File: config.mk
export PLATFORM = sky130hd
export DESIGN_NAME = keyboard_scancode_decoder
export DESIGN_NICKNAME = d
export VERILOG_FILES = /design/src/hdl/ksd_pkg.sv /design/src/hdl/ksd_decode.sv /design/src/hdl/keyboard_scancode_decoder.sv
export VERILOG_INCLUDE_DIRS = /design/src /design/src/hdl
export SDC_FILE = /design/constraint.sdc
export NUM_CORES = 1
export LEC_CHECK = 0
export BUFFER_PORTS_ARGS = -buffer_cell sky130_fd_sc_hd__buf_2
export CORE_ASPECT_RATIO = 0.6
export CORE_MARGIN = 1.5
export CORE_UTILIZATION = 42
export CTS_CLUSTER_DIAMETER = 200
export DETAILED_ROUTE_END_ITERATION = 16
export SLEW_MARGIN = 30
export SYNTH_ARGS = -nofsm -noshare
export SYNTH_HDL_FRONTEND = slang
export SYNTH_SLANG_ARGS = --single-unit
File: constraint.sdc
create_clock -name clk -period 11.57 [get_ports clk]
set_input_delay 1.157 -clock clk [delete_from_list [all_inputs] [get_ports clk]]
set_output_delay 1.157 -clock clk [all_outputs]
set_load 0.01 [all_outputs]
File: src/hdl/keyboard_scancode_decoder_defines.svh
// Assertion macros for the keyboard scan code decoder.
// Each check is clocked on clk and disabled while arst_n is low.
`ifndef KEYBOARD_SCANCODE_DECODER_DEFINES_SVH
`define KEYBOARD_SCANCODE_DECODER_DEFINES_SVH

`ifndef SYNTH

// Consequent must hold in the same cycle as the antecedent
`define KSD_ASSERT_SAME(label, ante, cons) \
	label: assert property (@(posedge clk) disable iff (!arst_n) (ante) |-> (cons)) \
		else $error("keyboard scan code decoder check failed");

// Consequent must hold in the cycle after the antecedent
`define KSD_ASSERT_NEXT(label, ante, cons) \
	label: assert property (@(posedge clk) disable iff (!arst_n) (ante) |=> (cons)) \
		else $error("keyboard scan code decoder check failed");

`else

`define KSD_ASSERT_SAME(label, ante, cons)

`define KSD_ASSERT_NEXT(label, ante, cons)

`endif

`endif

File: src/hdl/ksd_pkg.sv
`default_nettype none

package ksd_pkg;

	// Scan code set 1 make codes with fixed meaning
	localparam logic [7:0] SC_LSHIFT    = 8'h2A;
	localparam logic [7:0] SC_RSHIFT    = 8'h36;
	localparam logic [7:0] SC_CAPS      = 8'h3A;
	localparam logic [7:0] SC_ENTER     = 8'h1C;
	localparam logic [7:0] SC_BACKSPACE = 8'h0E;
	localparam logic [7:0] SC_SPACE     = 8'h39;

	// Fixed characters
	localparam logic [8:0] CP_NONE      = 9'h000;
	localparam logic [8:0] CP_LF        = 9'h00A;
	localparam logic [8:0] CP_BS        = 9'h008;
	localparam logic [8:0] CP_SPACE     = 9'h020;

	// Layout codes
	localparam logic LAYOUT_US = 1'b0;
	localparam logic LAYOUT_TR = 1'b1;

	// Table geometry and character classes
	localparam int          TABLE_LEN    = 58;
	localparam logic [7:0]  CASE_BIT     = 8'h20;
	localparam logic [7:0]  CTRL_LIMIT   = 8'h20;
	localparam logic [7:0]  SPECIAL_LO   = 8'h01;
	localparam logic [7:0]  SPECIAL_HI   = 8'h06;
	localparam logic [7:0]  SPECIAL_UP   = 8'h10;
	localparam logic [8:0]  ASCII_LIMIT  = 9'h080;

	typedef logic [7:0] tbl_t [TABLE_LEN];

	// Modifier flags carried between the state register and the decoder
	typedef struct packed {
		logic shift_held;
		logic caps_active;
	} ksd_flags_t;

	localparam tbl_t US_PLAIN = '{
		8'h00, 8'h1B, 8'h31, 8'h32, 8'h33, 8'h34, 8'h35, 8'h36, 8'h37, 8'h38,
		8'h39, 8'h30, 8'h2D, 8'h3D, 8'h08, 8'h09, 8'h71, 8'h77, 8'h65, 8'h72,
		8'h74, 8'h79, 8'h75, 8'h69, 8'h6F, 8'h70, 8'h5B, 8'h5D, 8'h0A, 8'h00,
		8'h61, 8'h73, 8'h64, 8'h66, 8'h67, 8'h68, 8'h6A, 8'h6B, 8'h6C, 8'h3B,
		8'h27, 8'h60, 8'h00, 8'h5C, 8'h7A, 8'h78, 8'h63, 8'h76, 8'h62, 8'h6E,
		8'h6D, 8'h2C, 8'h2E, 8'h2F, 8'h00, 8'h2A, 8'h00, 8'h20
	};

	localparam tbl_t US_SHIFTED = '{
		8'h00, 8'h1B, 8'h21, 8'h40, 8'h23, 8'h24, 8'h25, 8'h5E, 8'h26, 8'h2A,
		8'h28, 8'h29, 8'h5F, 8'h2B, 8'h08, 8'h09, 8'h51, 8'h57, 8'h45, 8'h52,
		8'h54, 8'h59, 8'h55, 8'h49, 8'h4F, 8'h50, 8'h7B, 8'h7D, 8'h0A, 8'h00,
		8'h41, 8'h53, 8'h44, 8'h46, 8'h47, 8'h48, 8'h4A, 8'h4B, 8'h4C, 8'h3A,
		8'h22, 8'h7E, 8'h00, 8'h7C, 8'h5A, 8'h58, 8'h43, 8'h56, 8'h42, 8'h4E,
		8'h4D, 8'h3C, 8'h3E, 8'h3F, 8'h00, 8'h2A, 8'h00, 8'h20
	};

	// Turkish Q: 0x01..0x06 lowercase special letters, 0x11..0x16 uppercase
	localparam tbl_t TR_PLAIN = '{
		8'h00, 8'h1B, 8'h31, 8'h32, 8'h33, 8'h34, 8'h35, 8'h36, 8'h37, 8'h38,
		8'h39, 8'h30, 8'h2A, 8'h2D, 8'h08, 8'h09, 8'h71, 8'h77, 8'h65, 8'h72,
		8'h74, 8'h79, 8'h75, 8'h04, 8'h6F, 8'h70, 8'h01, 8'h02, 8'h0A, 8'h00,
		8'h61, 8'h73, 8'h64, 8'h66, 8'h67, 8'h68, 8'h6A, 8'h6B, 8'h6C, 8'h03,
		8'h69, 8'h22, 8'h00, 8'h2C, 8'h7A, 8'h78, 8'h63, 8'h76, 8'h62, 8'h6E,
		8'h6D, 8'h05, 8'h06, 8'h2E, 8'h00, 8'h2A, 8'h00, 8'h20
	};

	localparam tbl_t TR_SHIFTED = '{
		8'h00, 8'h1B, 8'h21, 8'h27, 8'h23, 8'h2B, 8'h25, 8'h26, 8'h2F, 8'h28,
		8'h29, 8'h3D, 8'h3F, 8'h5F, 8'h08, 8'h09, 8'h51, 8'h57, 8'h45, 8'h52,
		8'h54, 8'h59, 8'h55, 8'h14, 8'h4F, 8'h50, 8'h11, 8'h12, 8'h0A, 8'h00,
		8'h41, 8'h53, 8'h44, 8'h46, 8'h47, 8'h48, 8'h4A, 8'h4B, 8'h4C, 8'h13,
		8'h49, 8'h28, 8'h00, 8'h3B, 8'h5A, 8'h58, 8'h43, 8'h56, 8'h42, 8'h4E,
		8'h4D, 8'h15, 8'h16, 8'h3A, 8'h00, 8'h2A, 8'h00, 8'h20
	};

	// Map a Turkish special letter code to its code point; others give none
	function automatic logic [8:0] special_point(input logic [7:0] code);
		logic [8:0] cp;
		begin
			case (code)
				8'h01:   cp = 9'h11F;
				8'h02:   cp = 9'h0FC;
				8'h03:   cp = 9'h15F;
				8'h04:   cp = 9'h131;
				8'h05:   cp = 9'h0F6;
				8'h06:   cp = 9'h0E7;
				8'h11:   cp = 9'h11E;
				8'h12:   cp = 9'h0DC;
				8'h13:   cp = 9'h15E;
				8'h14:   cp = 9'h130;
				8'h15:   cp = 9'h0D6;
				8'h16:   cp = 9'h0C7;
				default: cp = CP_NONE;
			endcase
			return cp;
		end
	endfunction

	// Invert letter case under caps lock
	function automatic logic [7:0] apply_caps(input logic [7:0] c, input ksd_flags_t f);
		logic [7:0] r;
		begin
			r = c;
			if (f.caps_active && !f.shift_held && c >= 8'h61 && c <= 8'h7A) begin
				r = c - CASE_BIT;
			end else if (f.caps_active && f.shift_held && c >= 8'h41 && c <= 8'h5A) begin
				r = c + CASE_BIT;
			end
			return r;
		end
	endfunction

endpackage

`default_nettype wire

File: src/hdl/ksd_decode.sv
`default_nettype none

module ksd_decode (
	input  wire logic [7:0]         scan_code,
	input  wire logic               layout,
	input  wire ksd_pkg::ksd_flags_t flags,
	output ksd_pkg::ksd_flags_t     flags_nxt,
	output logic [8:0]              code_point,
	output logic [6:0]              ascii_char
);
	import ksd_pkg::*;

	logic [5:0] idx;
	logic [7:0] entry;

	assign idx = scan_code[5:0];

	// Decode one word and work out the next modifier flags
	always_comb begin
		flags_nxt  = flags;
		code_point = CP_NONE;
		entry      = '0;
		if (scan_code[7]) begin
			// release: only the shift keys matter
			if (scan_code[6:0] == SC_LSHIFT[6:0] || scan_code[6:0] == SC_RSHIFT[6:0]) begin
				flags_nxt.shift_held = 1'b0;
			end
		end else begin
			case (scan_code)
				SC_LSHIFT, SC_RSHIFT: flags_nxt.shift_held = 1'b1;
				SC_CAPS:              flags_nxt.caps_active = !flags.caps_active;
				SC_ENTER:             code_point = CP_LF;
				SC_BACKSPACE:         code_point = CP_BS;
				SC_SPACE:             code_point = CP_SPACE;
				default: begin
					if (scan_code < 8'(TABLE_LEN)) begin
						if (layout == LAYOUT_TR) begin
							entry = flags.shift_held ? TR_SHIFTED[idx] : TR_PLAIN[idx];
						end else begin
							entry = flags.shift_held ? US_SHIFTED[idx] : US_PLAIN[idx];
						end
						if (entry == 8'h00) begin
							code_point = CP_NONE;
						end else if (layout == LAYOUT_TR && entry < CTRL_LIMIT) begin
							// special letters: caps without shift picks the uppercase form
							if (flags.caps_active && !flags.shift_held &&
									entry >= SPECIAL_LO && entry <= SPECIAL_HI) begin
								code_point = special_point(entry ^ SPECIAL_UP);
							end else begin
								code_point = special_point(entry);
							end
						end else begin
							code_point = {1'b0, apply_caps(entry, flags)};
						end
					end
				end
			endcase
		end
	end

	// Drop anything outside plain ASCII
	assign ascii_char = (code_point < ASCII_LIMIT) ? code_point[6:0] : 7'h00;

endmodule

`default_nettype wire

File: src/hdl/keyboard_scancode_decoder.sv
`default_nettype none
// Keyboard scan code decoder: takes one scan code set 1 byte per word and
// returns one word with the Unicode code point of the typed character (0 for
// none) and its ASCII form (0 when the code point is 0x80 or above). Shift and
// caps lock flags live inside the block; the layout register picks US English
// (0) or Turkish Q (1) and is written through layout_we/layout_wdata; the user
// must write it only while the block is idle, and the block itself does not
// enforce this. One word is accepted every cycle while in_stall is low; a taken
// word goes into the input register, and a single table lookup between that
// register and the result register produces the result. A stalled output holds
// the result register and backs up into the input register.

`include "keyboard_scancode_decoder_defines.svh"

module keyboard_scancode_decoder (
	input  wire logic       clk,
	input  wire logic       arst_n,
	input  wire logic       layout_we,
	input  wire logic       layout_wdata,
	input  wire logic       in_valid,
	output logic            in_stall,
	input  wire logic [7:0] scan_code,
	output logic            out_valid,
	input  wire logic       out_stall,
	output logic [8:0]      code_point,
	output logic [6:0]      ascii_char
);
	import ksd_pkg::*;

	logic       layout_q;
	ksd_flags_t flags_q;
	ksd_flags_t flags_nxt;
	logic       valid_s1;
	logic [7:0] scan_code_s1;
	logic       out_valid_q;
	logic [8:0] code_point_q;
	logic [6:0] ascii_char_q;
	logic [8:0] dec_code_point;
	logic [6:0] dec_ascii_char;
	logic       in_accept;
	logic       advance;

	// Move the input word on when the result register is free or draining
	assign advance   = valid_s1 && (!out_valid_q || !out_stall);
	assign in_stall  = valid_s1 && !advance;
	assign in_accept = in_valid && !in_stall;

	ksd_decode u_decode (
		.scan_code  (scan_code_s1),
		.layout     (layout_q),
		.flags      (flags_q),
		.flags_nxt  (flags_nxt),
		.code_point (dec_code_point),
		.ascii_char (dec_ascii_char)
	);

	// Control: layout, modifier flags and valid bits
	always_ff @(posedge clk or negedge arst_n) begin
		if (!arst_n) begin
			layout_q    <= LAYOUT_US;
			flags_q     <= '0;
			valid_s1    <= 1'b0;
			out_valid_q <= 1'b0;
		end else begin
			if (layout_we) begin
				layout_q <= layout_wdata;
			end
			if (advance) begin
				flags_q <= flags_nxt;
			end
			if (in_accept) begin
				valid_s1 <= 1'b1;
			end else if (advance) begin
				valid_s1 <= 1'b0;
			end
			if (advance) begin
				out_valid_q <= 1'b1;
			end else if (!out_stall) begin
				out_valid_q <= 1'b0;
			end
		end
	end

	// Payload: capture input word and decoded result
	always_ff @(posedge clk) begin
		if (in_accept) begin
			scan_code_s1 <= scan_code;
		end
		if (advance) begin
			code_point_q <= dec_code_point;
			ascii_char_q <= dec_ascii_char;
		end
	end

	assign out_valid  = out_valid_q;
	assign code_point = code_point_q;
	assign ascii_char = ascii_char_q;

	// A full pipe under stall keeps both words
	`KSD_ASSERT_NEXT(a_hold_full, valid_s1 && out_valid_q && out_stall, valid_s1 && out_valid_q)
	// Input stalls only when a word waits in the input register
	`KSD_ASSERT_SAME(a_stall_needs_word, in_stall, valid_s1)
	// A release byte never yields a character
	`KSD_ASSERT_NEXT(a_release_silent, advance && scan_code_s1[7], code_point_q == CP_NONE)
	// Caps lock make code flips the caps flag
	`KSD_ASSERT_NEXT(a_caps_toggle, advance && scan_code_s1 == SC_CAPS, flags_q.caps_active != $past(flags_q.caps_active))

endmodule

`default_nettype wire
* Word-level counts from Yosys, hierarchy flattened
Memories as Yosys holds them, arrays and structs flattened. Index checks and enable logic that the tools add are counted.
Cells by class: $lt $le $gt $ge 10, bitwise operators 3, add/subtract/negate cells 2, reduce and logical (&&, ||, !) cells 29, mux-type cells 31, equality and inequality tests 10
Operator list (count):
- 8-bit 2-to-1 mux | 16
- 9-bit 2-to-1 mux | 7
- 9-bit case mux with 4 select lines | 1
- 8-bit by 6-bit equality test with 1-bit output (second input constant) | 4
- 8-bit by 7-bit greater-or-equal comparator with 1-bit output (second input constant) | 2
- 8-bit by 7-bit <= comparator with 1-bit output (second input constant) | 2
- 8-bit by 6-bit < comparator with 1-bit output (second input constant) | 2
- 7-bit by 6-bit equality test with 1-bit output (second input constant) | 2
- 1-bit logical AND | 12
- 9-bit by 8-bit < comparator with 1-bit output (second input constant) | 1
- 8-bit by 6-bit adder with 8-bit output (second input constant) | 1
- 8-bit by 4-bit equality test with 1-bit output (second input constant) | 1
- 8-bit by 5-bit equality test with 1-bit output (second input constant) | 1
- 8-bit by 1-bit greater-or-equal comparator with 1-bit output (second input constant) | 1
- 8-bit by 3-bit <= comparator with 1-bit output (second input constant) | 1
- 8-bit logical NOT | 1
- 8-bit by 6-bit subtractor with 8-bit output (second input constant) | 1
- 7-bit greater-or-equal comparator (second input constant) | 1
- 1-bit 2-to-1 mux | 7
- 6-bit inverter with 7-bit output | 1
- 1-bit logical NOT | 6
- 3-bit AND reduction | 2
- 6-bit OR reduction | 1
- 2-bit by 1-bit inequality test with 1-bit output (second input constant) | 2
- other kinds (6) | 9
Word-level totals: memories 6, output and inout port bits 18, ROM bits 2624, input port bits 14, register bits 29, logic and storage cells 99
Memories:
- (name not given) | words 64, bits a word 8, rd ports 1, clocked after memory_dff 0, write ports 0, RTL line ksd_decode.sv:38 | entry = flags.shift_held ? TR_SHIFTED[idx] : TR_PLAIN[idx];
- (name not given) | words 64, bits a word 8, rd ports 1, clocked after memory_dff 0, write ports 0, RTL line ksd_decode.sv:40 | entry = flags.shift_held ? US_SHIFTED[idx] : US_PLAIN[idx];
- (name not given) | words 64, bits a word 8, rd ports 1, clocked after memory_dff 0, write ports 0, RTL line ksd_decode.sv:38
- (name not given) | words 64, bits a word 8, rd ports 1, clocked after memory_dff 0, write ports 0, RTL line ksd_decode.sv:40
- (name not given) | words 32, bits a word 9, rd ports 1, clocked after memory_dff 0, write ports 0, RTL line ksd_pkg.sv:81 | case (code)
- (name not given) | words 32, bits a word 9, rd ports 1, clocked after memory_dff 0, write ports 0, RTL line ksd_pkg.sv:81

* Longest topological paths before layout
Gate-level depths: netlist of the first run.
depth in word-level cells 20, depth in mapped cells 18, mapped depth without buffers 16

* Hierarchy
From an unflattened synthesis of the first run, not the netlist that was laid out.
Unflattened totals: cell total of the unflattened synthesis 489, area, all modules 4174.0 µm²
Modules (own cells, without submodules):
- ksd_decode | instances 1, area each 3238.1 µm², cells each 451, seq. area each 0.0 µm²
- keyboard_scancode_decoder | instances 1, area each 935.9 µm², cells each 38, seq. area each 845.8 µm²

* Least setup slack after synthesis of the first run
OpenSTA, ideal clock, no wires.
kind reg2reg, start point reg scan_code_s1[1], end point reg ascii_char_q[6] (netlist: ascii_char[6]), data pin, path slack 7.419 ns, data required time 11.412 ns, path buffers 2, stages on the path, launching flop included 18, library setup time 0.158 ns, arrival 3.993 ns, clock period less this slack 4.151 ns, path through edfxtp_1 inv_1 ha_1 clkbuf_1 nor2b_1 o211a_1 o311ai_0 o22ai_1 nor3_2 inv_1 ha_1 nand2b_1 or4_4 o211ai_2 a211oi_2 or2_1 buf_4 a211oi_2
On the way: longest elaborated chain between the ends 20, elaborated cells on any way between the ends 59, those cells by class add/sub: 2; order compare: 9; eq/ne: 6; mux: 24; bitwise: 2; reduce/logical: 10; memory: 6
RTL lines:
- start: declaration | RTL line keyboard_scancode_decoder.sv:34 | logic [7:0] scan_code_s1;
- start signal: assignment | RTL line keyboard_scancode_decoder.sv:87 | scan_code_s1 <= scan_code;
- 6-bit inverter with 7-bit output (implied by the code) | RTL line ksd_decode.sv:38, ksd_decode.sv:40
- memory 64 x 8 bit, on equally long branches
- 8-bit 2-to-1 mux, on equally long branches (3 in a row) | RTL line ksd_decode.sv:40, ksd_decode.sv:38
- 8-bit 2-to-1 mux | RTL line ksd_decode.sv:37 | if (layout == LAYOUT_TR) begin
- 8-bit 2-to-1 mux | RTL line ksd_decode.sv:36 | if (scan_code < 8'(TABLE_LEN)) begin
- 8-bit 2-to-1 mux | RTL line ksd_decode.sv:29 | case (scan_code)
- 8-bit 2-to-1 mux | RTL line ksd_decode.sv:23 | if (scan_code[7]) begin
- 8-bit by 7-bit greater-or-equal comparator with 1-bit output | RTL line ksd_pkg.sv:107 | end else if (f.caps_active && f.shift_held && c >= 8'h41 && c <= 8'h5A) begin
- [... 3 more ...]
- 8-bit 2-to-1 mux | RTL line ksd_pkg.sv:105 | if (f.caps_active && !f.shift_held && c >= 8'h61 && c <= 8'h7A) begin
- 9-bit 2-to-1 mux | RTL line ksd_decode.sv:44 | end else if (layout == LAYOUT_TR && entry < CTRL_LIMIT) begin
- 9-bit 2-to-1 mux | RTL line ksd_decode.sv:42 | if (entry == 8'h00) begin
- 9-bit 2-to-1 mux | RTL line ksd_decode.sv:36
- 9-bit case mux with 4 select lines * | RTL line ksd_decode.sv:29
- 9-bit 2-to-1 mux * | RTL line ksd_decode.sv:23
- named net dec_code_point[7] | RTL line keyboard_scancode_decoder.sv:38 | logic [8:0] dec_code_point;
- 9-bit by 8-bit < comparator with 1-bit output * | RTL line ksd_decode.sv:62 | assign ascii_char = (code_point < ASCII_LIMIT) ? code_point[6:0] : 7'h00;
- end signal: assignment | RTL line keyboard_scancode_decoder.sv:91 | ascii_char_q <= dec_ascii_char;
- end: declaration | RTL line keyboard_scancode_decoder.sv:37 | logic [6:0] ascii_char_q;
The timed path passes the listed nets; every way through them passes the cells marked *. The select of a mux whose other input is x is not followed. A chain may end at the register's enable or synchronous reset.

* Final worst setup path of the first run
start point reg scan_code_s1[1], end point reg ascii_char_q[1] (netlist: ascii_char[1]), data pin
The elaborated chain is that of the path after synthesis.

==> reports/metrics.csv, run 1 <==
stage,metric,value,unit
sta,finalSetupTns,0,ns
global_routing,grt_remaining_overflow,0,
sta,slew-limit-headroom,0.403,
sta,worstMarginPinSlew,0.895,ns
global_routing,grtUsageTotal,0.282,
die,dieHeight,77.4,µm
worst_setup_path,worstSetupStartpointType,flop,
die,dieWidth,127,µm
synthesis,synth_area,3870,µm²
worst_setup_path,cpLargestDelayFamily,simple AND/OR/NAND/NOR gates,
worst_setup_path,required,11.58,ns
worst_setup_path,cp-end-kind,flop,
drt,dr.pass1.iters,7,
synthesis,synth_xor_area_frac,0.00678,
finish,syn_to_final_growth,7.75,%
global_routing,first_global_vias,3562,
drt,ant_nets,0,
die,dieArea,9830,µm²
pwr,switchingPower,0.197,mW
worst_setup_path,path_max_fanout,22,
pwr,switching_share,0.394,
worst_setup_path,path_depth,14,
die,start_util,0.444,
synthesis,synth_flop_cell,edfxtp_1,
synthesis,netlist_top_cells_area,"edfxtp_1 (19%), ha_1 (6.5%), o21ai_0 (4.5%), nand2b_1 (4.2%), a21oi_1 (4.1%)",
cts,cts_root_buf,clkbuf_16,
synthesis,synth_top_family_by_area,compound AO/OA/AOI/OAI gates,
pwr,p_leak,1.57,nW
worst_setup_path,cp_slowest_cell,edfxtp_1,
drt,via_per_inst,6.93,
finish,finalNetCount,526,
pwr,power_frac_seq,0.265,
drt,vias,4191,
synthesis,synth-compound-area-share,0.328,
synthesis,syn-num-nets,525,
die,fp-row-count,26,
global_routing,grt_max_degree,75,
synthesis,yosys.area_share.simple,0.272,
synthesis,yosysSeqAreaShare,0.218,
run_status,status,"complete, no violations",
synthesis,yosysMostFrequentCell,nor2_1,
sta,maxSlewViolCount,0,
placed_design,place_ws,6.35,ns
sta,setup_ws,6.13,ns
die,core,8720,µm²
global_routing,antenna_found_initial,0,
placed_design,place.gp.congestion,0.969,
synthesis,synth_edf_count,24,
synthesis,synthCells,491,
sta,fin_crit,5.44,ns
drt,drt_wl_total,13.9,mm
sta,grt_setup_unrepaired,no,
worst_setup_path,ff2ff_path_depth,14,
cts,cts_sinks,29,
synthesis,synthAdderAreaFrac,0.0646,
cts,cts_made_buffers,5,
cts,ctsResizeCount,0,
synthesis,yosysTopAreaCellShare,0.186,
cts,path_clk_slew,0.05,ns
pwr,ir_drop,0.0848,mV
pwr,p_int,0.303,mW
synthesis,synthArstFlopShare,0.172,
pwr,pwr-share-comb,0.428,
cts,htreeDepth,2,
cts,clk_latency,0.27,ns
synthesis,ys.warnings.count,0,
cts,cts_setup_buffers,0,
worst_setup_path,timing.critical_path.buf_inv,1,
drt,wl_per_cell,22.9,µm
placed_design,io_buffer_count,31,
sta,fmax,0.184,GHz
cts,cts_hold_buffers,0,
run,cap_violations,0,
die,ioPinCount,32,
drt,dr.first_iter.drc_count,860,
synthesis,synth_cell_types,88,
sta,clock_skew,0.00336,ns
sta,hold_viol,0,
global_routing,grt_pass1_wl,21.3,mm
synthesis,yosys.area.top_type,edfxtp_1,
synthesis,synth_seq_cells,29,
synthesis,ys_top_cells_by_count,"nor2_1 (37), o21ai_0 (35), a21oi_1 (32)",
min_path,worstHoldPathCells,1,
min_path,hold_path.class,flop to flop,
sta,finalCritPeriodShare,0.470,
worst_setup_path,crit_path_max_incr_delay,0.86,ns
cts,clockBufferDepth,2,
drt,remaining_drc_errors,0,
pwr,power_density,120,nW/µm²
worst_setup_path,worstPathCellList,"inv_1, ha_1, nor2b_1, o211a_1, o311ai_0, o22ai_1, nor3_2, ha_1, nand4_1, nor4b_1, a21oi_1, a211oi_2, or2_1, nor2b_1",
worst_setup_path,cp.arrival,5.45,ns
finish,drive_gt1_frac,0.152,
placed_design,place_hpwl,9.83,mm
worst_setup_path,path_class,flop to flop,
finish,diodes,0,
pwr,clockPowerShare,0.308,
synthesis,synth_mux_area_frac,0.0342,
synthesis,avgSynthCellArea,7.89,µm²
sta,setup_viol,0,
cts,tritoncts,yes,
flip-flops by register name, indices dropped and copies added, names as in the netlist:
name	flops
flags_q	2
out_valid	1
code_point	9
scan_code_s1	8
layout_q	1
ascii_char	7
valid_s1	1
power groups by stage:
stage	clock network, mW	logic [mW]	registers (mW)
floorplan	0	0.149	0.133
global placement	0	0.204	0.134
detailed placement	0	0.202	0.134
CTS	0.157	0.203	0.132
global route	0.163	0.227	0.133
finish	0.154	0.214	0.132
cell usage in the layout (no fill, tap or decap), types with 4 or more instances in the layout:
master / Yosys / routed
a221o_1: 4 / 4
nor2b_1: 20 / 20
o311ai_0: 4 / 4
ha_1: 20 / 20
nand3b_1: 4 / 4
a21boi_0: 5 / 5
a21oi_1: 32 / 32
o311ai_1: 5 / 5
edfxtp_1: 24 / 24
nor2_1: 37 / 37
o21ai_0: 35 / 35
nand3_1: 11 / 11
nand4_1: 6 / 6
clkbuf_16: 0 / 5
buf_4: 6 / 7
nand2_1: 31 / 31
o31ai_1: 7 / 7
a2bb2oi_1: 5 / 5
inv_1: 16 / 16
o211ai_1: 7 / 7
and3_1: 6 / 6
buf_2: 17 / 31
nand2b_1: 26 / 26
a31oi_1: 8 / 8
a21o_1: 4 / 4
mux2i_1: 5 / 5
o211a_1: 4 / 4
nor4_1: 5 / 5
dfrtp_1: 5 / 5
nor3_1: 13 / 13
and2_1: 8 / 8
o22ai_1: 4 / 4
kinds of logic after synthesis:
group           count (synthesis)
buf+inv                        63
fa+ha+maj                      20
simple gates                  191
compound gates                175
xor+xnor                        3
mux                            10
flops                          29
worst paths after layout:
path                                           start                          end  slack [ns]
max                        scan_code_s1[1]$_DFFE_PP_  ascii_char[1]$_SDFFCE_PP0P_        6.13
max reg2reg                scan_code_s1[1]$_DFFE_PP_  ascii_char[1]$_SDFFCE_PP0P_        6.13
min reg2reg                     valid_s1$_DFFE_PN0P_        out_valid$_DFFE_PN0P_        0.48
min in group asynchronous                     arst_n         valid_s1$_DFFE_PN0P_        0.70
min                             valid_s1$_DFFE_PN0P_        out_valid$_DFFE_PN0P_        0.48
max in group asynchronous                     arst_n       flags_q[0]$_DFFE_PN0P_       10.73
layout make-up:
class / count / area [µm²]
Inverter: 19 / 71.3
Clock buffer: 6 / 139
Timing Repair Buffer: 38 / 208
Tap cell: 112 / 140
Multi-Input combinational cell: 399 / 2730
Clock inverter: 2 / 37.5
Sequential cell: 29 / 846
Fill cell: 849 / 4540
routing by layer:
metal,part of all wire,global-route usage
met3,0.18,0.145
met5,0,0
met4,0.011,0.0364
met1,0.45,0.442
met2,0.36,0.335
metrics by stage:
step / area (µm²) / util / hold slack (ns) / power [mW] / instances
2_1_floorplan: 3870 / - / 0.449 / 0.282 / 491
3_3_place_gp: 4000 / 0.459 / 0.460 / 0.338 / 597
3_5_place_dp: 4000 / 0.459 / 0.480 / 0.336 / 597
4_1_cts: 4170 / 0.479 / 0.487 / 0.492 / 605
5_1_grt: 4170 / 0.479 / 0.504 / 0.523 / 605
6_report: 4170 / 0.479 / 0.483 / 0.500 / 605
Power figures use the tool's default switching activity.
==> run 2, diff against run 1 <==
--- a/config.mk
+++ b/config.mk
@@ -6,6 +6,7 @@
 export SDC_FILE = /design/constraint.sdc
 export NUM_CORES = 1
 export LEC_CHECK = 0
+export ABC_AREA = 1
 export BUFFER_PORTS_ARGS = -buffer_cell sky130_fd_sc_hd__buf_2
 export CORE_ASPECT_RATIO = 0.6
 export CORE_MARGIN = 1.5
==> constraint.sdc (replaced) <==
create_clock -name clk -period 5.5 [get_ports clk]
set_input_delay 0.55 -clock clk [delete_from_list [all_inputs] [get_ports clk]]
set_output_delay 0.55 -clock clk [all_outputs]
set_load 0.01 [all_outputs]
==> reports/metrics.csv, run 2 <==
stage,metric,value,unit,change
worst_setup_path,worstSetupStartpointType,flop,,
sta,finalCritPeriodShare,0.700,,+0.230
sta,fmax,0.260,GHz,+41%
pwr,p_leak,2.06,nW,+31%
pwr,p_total,1.07,mW,+110%
synthesis,synth_edf_count,24,,unchanged
pwr,ir_drop,0.175,mV,+110%
sta,clock_skew,0.00270,ns,-0.000658 ns
placed_design,place_hpwl,10.3,mm,+4.5%
global_routing,grt_max_degree,34,,-55%
cts,ctsResizeCount,0,,unchanged
pwr,p_int,0.629,mW,+110%
finish,seqCellArea,846,µm²,unchanged
cts,tritoncts,yes,,
synthesis,yosysSeqAreaShare,0.224,,+0.00535
global_routing,grtUsageTotal,0.290,,+0.00790
drt,wl_per_cell,19.1,µm,-17%
drt,vias,4134,,-1.4%
worst_setup_path,worstReg2RegEnd,code_point[5]$_DFFE_PP_,,
finish,n_fill_cell,897,,+5.7%
die,core,8620,µm²,-1.1%
cts,clk_latency,0.28,ns,about the same
placed_design,place.gp.congestion,1.01,,+3.9%
pwr,clockPowerShare,0.301,,-0.007
cts,cts_made_buffers,5,,unchanged
placed_design,io_buffer_count,31,,unchanged
run_status,status,"complete, no violations",,
worst_setup_path,path_class,flop to flop,,
finish,syn_to_final_growth,8.84,%,
finish,multi_input_area,2470,µm²,-9.5%
sta,fin_crit,3.85,ns,-1.59 ns
synthesis,yosys.area.top_type,edfxtp_1,,
synthesis,yosysTopAreaCellShare,0.191,,+0.00456
pwr,switching_share,0.415,,+0.0206
die,start_util,0.439,,-0.00571
die,dieArea,9600,µm²,-2.3%
cts,htreeDepth,2,,unchanged
synthesis,synth_area,3780,µm²,-2.4%
pwr,pwr-share-comb,0.430,,+0.002
synthesis,avgSynthCellArea,6.51,µm²,-18%
sta,worstMarginPinSlew,0.895,ns,-0.000310 ns
finish,drive_gt1_frac,0.222,,+0.0701
sta,grt_setup_unrepaired,no,,
sta,finalSetupTns,0,ns,unchanged
global_routing,grt_remaining_overflow,0,,unchanged
sta,slew-limit-headroom,0.403,,about the same
cts,cts_hold_buffers,0,,unchanged
global_routing,antenna_found_initial,0,,unchanged
drt,remaining_drc_errors,0,,unchanged
synthesis,ys_top_cells_by_count,"nand2_1 (159), nand3_1 (78), inv_1 (49)",,
synthesis,ys.warnings.count,0,,unchanged
worst_setup_path,required,5.54,ns,-6.04 ns
drt,ant_nets,0,,unchanged
drt,drt_wl_total,13.7,mm,-1.4%
synthesis,netlist_top_cells_area,"edfxtp_1 (19%), nand2_1 (16%), nand3_1 (10%), ha_1 (6.6%), inv_1 (4.9%)",,
worst_setup_path,crit_path_max_incr_delay,0.70,ns,-0.16 ns
worst_setup_path,cp_slowest_cell,edfxtp_1,,
cts,path_clk_slew,0.05,ns,about the same
synthesis,synth_seq_cells,29,,unchanged
synthesis,synth_cell_types,41,,-53%
finish,largest_reg_flops,9,,unchanged
synthesis,synthCells,581,,+18%
worst_setup_path,cp-end-kind,flop,,
cts,cts_sinks,29,,unchanged
worst_setup_path,path_max_fanout,12,,-45%
finish,finalNetCount,636,,+21%
sta,setup_viol,0,,unchanged
cts,cts_root_buf,clkbuf_16,,
cts,clockBufferDepth,2,,unchanged
run,cap_violations,0,,unchanged
die,dieWidth,125,µm,-1.2%
die,fp-row-count,26,,unchanged
sta,hold_viol,0,,unchanged
global_routing,grt_pass1_wl,21.7,mm,+1.9%
finish,final_common_cell,nand2_1,,
pwr,switchingPower,0.445,mW,+130%
synthesis,yosysMostFrequentCell,nand2_1,,
global_routing,first_global_vias,3852,,+8.1%
drt,dr.first_iter.drc_count,674,,-22%
cts,cts_setup_buffers,0,,unchanged
worst_setup_path,ff2ff_setup_slack,1.65,ns,-4.48 ns
synthesis,synth_flop_cell,edfxtp_1,,
pwr,power_frac_seq,0.269,,+0.004
worst_setup_path,ff2ff_path_depth,22,,+8
sta,maxSlewViolCount,0,,unchanged
finish,mostFrequentLayoutCells,"nand2_1 (159), nand3_1 (78), inv_1 (49)",,
synthesis,syn-num-nets,615,,+17%
drt,dr.pass1.iters,6,,-1
worst_setup_path,worstPathCellList,"inv_2, ha_1, inv_1, nand2_2, nand2_1, nand3_1, nand3_1, nand3_1, nand2_1, nand2_2, inv_1, ha_1, nand3_2, nor2_1, a21boi_0, nand2_2, nand2_1, nand3_1, nand3_1, nand2_1, nand2_1, inv_1",,
worst_setup_path,cp.arrival,3.89,ns,-1.56 ns
die,dieHeight,76.5,µm,-1.2%
min_path,hold_path.class,input pin to async pin,,
worst_setup_path,reg2reg_from,scan_code_s1[1]$_DFFE_PP_,,
synthesis,synthArstFlopShare,0.172,,unchanged
die,ioPinCount,32,,unchanged
finish,diodes,0,,unchanged
pwr,power_density,261,nW/µm²,+120%
drt,via_per_inst,5.78,,-17%
## run 2: changes by cell type after synthesis, moves of 20 or more
cell / previous run / this run
inv_1: 16 / 49
nand2_1: 31 / 159
nand3_1: 11 / 78
nand2_2: 1 / 28
nor2b_1: 20 / 0
nand2b_1: 26 / 0
## run 2: cells by family (layout without fill, tap and decap cells)
kind of cell             after synthesis  count (layout)  share of synthesized area
AO/OA/AOI/OAI                         78              78                      0.118
XOR/XNOR                               1               1                    0.00232
adder cells (fa/ha/maj)               20              20                     0.0662
buffers and inverters                 91             113                      0.125
flip-flops                            29              29                      0.224
AND/OR/NAND/NOR                      362             362                      0.464
## run 2: metal layers
| metal | up-vias | share of wire | global-route usage |
|---|---|---|---|
| met3 | 24 | 0.15 | 0.116 |
| met2 | 271 | 0.36 | 0.353 |
| li1 | 1942 | - | - |
| met4 | 0 | 0.016 | 0.0625 |
| met1 | 1897 | 0.48 | 0.459 |
| met5 | - | 0 | 0 |
## run 2: cell type report
cell class / count / area share
Multi-Input combinational cell: 461 / 0.601
Inverter: 69 / 0.0666
Timing Repair Buffer: 36 / 0.0499
Tap cell: 112 / 0.0341
Clock inverter: 2 / 0.00912
Clock buffer: 6 / 0.0337
Sequential cell: 29 / 0.206
## run 2: how the worst max path moves through the flow
stage | start | to | slack, ns | cells past startpoint
floorplan | scan_code_s1[1]$_DFFE_PP_ | ascii_char[5]$_SDFFCE_PP0P_ | 2.47 | 22
global placement | scan_code_s1[3]$_DFFE_PP_ | ascii_char[5]$_SDFFCE_PP0P_ | 1.69 | 20
detailed placement | scan_code_s1[1]$_DFFE_PP_ | ascii_char[5]$_SDFFCE_PP0P_ | 1.75 | 22
CTS | scan_code_s1[1]$_DFFE_PP_ | ascii_char[5]$_SDFFCE_PP0P_ | 1.75 | 22
global route | scan_code_s1[1]$_DFFE_PP_ | ascii_char[5]$_SDFFCE_PP0P_ | 1.32 | 22
finish | scan_code_s1[1]$_DFFE_PP_ | code_point[5]$_DFFE_PP_ | 1.65 | 22
## run 2: power by group through the flow
stage	clock network (mW)	registers, mW	logic (mW)
final	0.323	0.289	0.462
after global placement	0	0.291	0.453
after detailed placement	0	0.291	0.441
after floorplan	0	0.290	0.328
after CTS	0.328	0.288	0.443
after global routing	0.338	0.291	0.506
## run 2: per-stage QoR
stage,cell area [µm²],worst slack (ns),utilization,std cells,hold WS (ns)
4_1_cts,4110,1.75,0.476,715,0.0741
3_3_place_gp,3930,1.69,0.456,707,0.370
3_5_place_dp,3930,1.75,0.456,707,0.371
6_report,4120,1.65,0.477,715,0.0773
2_1_floorplan,3780,2.47,-,581,0.254
5_1_grt,4120,1.32,0.477,715,0.0778
## run 2: critical path: cells and delay by family, from the launching register on
kind | cells | cell delay (ns)
fa+ha+maj | 2 | 0.68
compound gates | 1 | 0.33
simple gates | 15 | 1.37
buf+inv | 4 | 0.52
flops | 1 | 0.70
==> run 3, diff against run 2 <==
--- a/config.mk
+++ b/config.mk
@@ -6,7 +6,7 @@
 export SDC_FILE = /design/constraint.sdc
 export NUM_CORES = 1
 export LEC_CHECK = 0
-export ABC_AREA = 1
+export ABC_AREA = 0
 export BUFFER_PORTS_ARGS = -buffer_cell sky130_fd_sc_hd__buf_2
 export CORE_ASPECT_RATIO = 0.6
 export CORE_MARGIN = 1.5
==> constraint.sdc (replaced) <==
create_clock -name clk -period 3.95 [get_ports clk]
set_input_delay 0.395 -clock clk [delete_from_list [all_inputs] [get_ports clk]]
set_output_delay 0.395 -clock clk [all_outputs]
set_load 0.01 [all_outputs]
==> reports/metrics.csv, run 3 (synthesized netlist as in run 1, its figures left out) <==
stage,metric,value,unit,change
sta,worstMarginPinSlew,0.872,ns,-0.0226 ns
pwr,ir_drop,0.203,mV,+16%
pwr,power_density,325,nW/µm²,+25%
worst_setup_path,timing.critical_path.buf_inv,3,,-1
pwr,p_total,1.70,mW,+59%
finish,finalNetCount,631,,-0.79%
sta,setup_viol,0,,unchanged
worst_setup_path,path_class,flop to flop,,
worst_setup_path,cpLargestDelayFamily,simple AND/OR/NAND/NOR gates,,
worst_setup_path,cp-end-kind,flop,,
sta,fmax,0.255,GHz,-1.8%
sta,slew-limit-headroom,0.418,,+0.0151
pwr,pwr-share-comb,0.501,,+0.071
cts,clockBufferDepth,2,,unchanged
pwr,power_frac_seq,0.227,,-0.042
finish,syn_to_final_growth,35.1,%,
finish,mostFrequentLayoutCells,"buf_4 (102), nor2_1 (37), o21ai_0 (34)",,
sta,hold_viol,0,,unchanged
finish,diodes,0,,unchanged
drt,remaining_drc_errors,0,,unchanged
cts,tritoncts,yes,,
placed_design,io_buffer_count,31,,unchanged
cts,cts_sinks,29,,unchanged
drt,vias,4567,,+10%
sta,fin_crit,3.92,ns,+0.0709 ns
worst_setup_path,path_max_fanout,5,,-7
drt,dr.first_iter.drc_count,552,,-18%
global_routing,grt_max_degree,59,,+74%
finish,final_common_cell,buf_4,,
sta,clock_skew,0.00409,ns,+0.00139 ns
finish,largest_reg_flops,9,,unchanged
cts,htreeDepth,2,,unchanged
pwr,switching_share,0.384,,-0.0307
sta,grt_setup_unrepaired,yes,,
cts,clk_latency,0.28,ns,about the same
pwr,p_leak,2.12,nW,+2.6%
global_routing,grt_pass1_wl,24.6,mm,+13%
placed_design,place_hpwl,12.0,mm,+17%
global_routing,antenna_found_initial,0,,unchanged
cts,cts_made_buffers,5,,unchanged
global_routing,first_global_vias,4222,,+9.6%
cts,cts_root_buf,clkbuf_16,,
global_routing,grtUsageTotal,0.328,,+0.0379
finish,drive_gt1_frac,0.343,,+0.121
pwr,switchingPower,0.654,mW,+47%
sta,finalCritPeriodShare,0.993,,+0.293
global_routing,grt_remaining_overflow,0,,unchanged
sta,finalSetupTns,0,ns,unchanged
placed_design,place.gp.congestion,0.999,,-0.80%
worst_setup_path,worstSetupStartpointType,flop,,
worst_setup_path,required,4.06,ns,-1.48 ns
sta,maxSlewViolCount,0,,unchanged
worst_setup_path,crit_path_max_incr_delay,0.50,ns,-0.20 ns
die,dieWidth,127,µm,+1.2%
die,core,8720,µm²,+1.1%
drt,via_per_inst,6.43,,+11%
worst_setup_path,worstPathCellList,"buf_6, ha_4, nor2b_1, a222oi_1, nor2b_1, a2111oi_1, nor3_4, inv_1, ha_2, nand2b_4, or4_4, o211ai_2, a211oi_2, or2_1, buf_6, nor4_4",,
min_path,hold_path.class,input pin to flop,,
drt,ant_nets,0,,unchanged
worst_setup_path,cp.arrival,4.03,ns,+0.14 ns
drt,dr.pass1.iters,5,,-1
die,dieArea,9830,µm²,+2.4%
die,start_util,0.444,,+0.00571
die,ioPinCount,32,,unchanged
pwr,clockPowerShare,0.272,,-0.029
die,dieHeight,77.4,µm,+1.2%
pwr,p_int,1.05,mW,+67%
run_status,status,"complete, no violations",,
die,fp-row-count,26,,unchanged
cts,path_clk_slew,0.06,ns,about the same
drt,wl_per_cell,22.2,µm,+16%
run,cap_violations,0,,unchanged
worst_setup_path,ff2ff_setup_slack,0.03,ns,-1.62 ns
worst_setup_path,cp_slowest_cell,or4_4,,
drt,drt_wl_total,15.8,mm,+15%
-- run 3: cell types whose count changed in the layout (fill, tap and decap cells not counted), sizes merged, moves of 8 or more --
| cell | delta |
|---|---|
| nand2 | -165 |
| buf | +106 |
| nand3 | -75 |
| inv | -52 |
| nand2b | +26 |
| nor2 | -26 |
| nor2b | +20 |
| and2 | +8 |
| nor3 | +8 |
| o311ai | +8 |
-- run 3: worst reg2reg max path, cell delays in order, from the launching register on --
cell and delay (ns):
edfxtp_1 0.49, buf_6 0.17, ha_4 0.18, nor2b_1 0.15, a222oi_1 0.43, nor2b_1 0.20
a2111oi_1 0.09, nor3_4 0.29, inv_1 0.08, ha_2 0.19, nand2b_4 0.14, or4_4 0.50
o211ai_2 0.10, a211oi_2 0.10, or2_1 0.25, buf_6 0.15, nor4_4 0.24
-- run 3: through the flow --
step / util / hold WS, ns / cells / cell area (µm²) / setup WS, ns
final: 0.600 / 0.283 / 710 / 5230 / 0.0290
after global routing: 0.600 / 0.282 / 710 / 5230 / -0.0694
after CTS: 0.573 / 0.282 / 699 / 4990 / 0.00192
after detailed placement: 0.541 / 0.218 / 685 / 4710 / -0.0996
after global placement: 0.541 / 0.217 / 685 / 4710 / -0.0229
after floorplan: - / 0.0994 / 491 / 3880 / 0.000997
-- run 3: worst paths after layout --
path | cells after the start | start | to
min in group asynchronous | 2 | arst_n | layout_q$_DFFE_PN0P_
max in group asynchronous | 2 | arst_n | flags_q[0]$_DFFE_PN0P_
hold reg to reg | 1 | valid_s1$_DFFE_PN0P_ | out_valid$_DFFE_PN0P_
hold / removal | 1 | scan_code[0] | scan_code_s1[0]$_DFFE_PP_
setup reg to reg | 16 | scan_code_s1[1]$_DFFE_PP_ | ascii_char[5]$_SDFFCE_PP0P_
setup / recovery | 16 | scan_code_s1[1]$_DFFE_PP_ | ascii_char[5]$_SDFFCE_PP0P_
-- run 3: routing by layer --
| layer | up-vias | global-route usage | wire length (µm) |
|---|---|---|---|
| li1 | 2081 | - | - |
| met1 | 2191 | 0.506 | 7520 |
| met2 | 280 | 0.433 | 6000 |
| met3 | 15 | 0.123 | 2130 |
| met4 | 0 | 0.0466 | 129 |
| met5 | - | 0 | 0 |
-- run 3: area by class of cell --
type                    instances  area [µm²]
fillers                       780        3480
multi-input cells             399        2930
repair buffers                143        1070
flip-flops and latches         29         846
well taps                     112         140
clock buffers                   6         139
inverters                      19        76.3
clock inverters                 2        37.5
-- run 3: power groups by stage --
stage               logic (mW)  clock network [mW]  registers [mW]
floorplan                0.440                   0           0.390
global placement         0.755                   0           0.390
detailed placement       0.749                   0           0.391
CTS                      0.772               0.466           0.385
global route             0.912               0.482           0.390
finish                   0.854               0.463           0.386
-- run 3: what timing repair did --
| item | CTS | global route |
|---|---|---|
| pin swaps | 6 | 14 |
| endpoints found under the hold margin | 5 | 0 |
| hold buffers | 1 | 0 |
| buffers inserted | 5 | 13 |
| gates resized for setup | 11 | 34 |
| endpoints found under the setup margin | 8 | 10 |
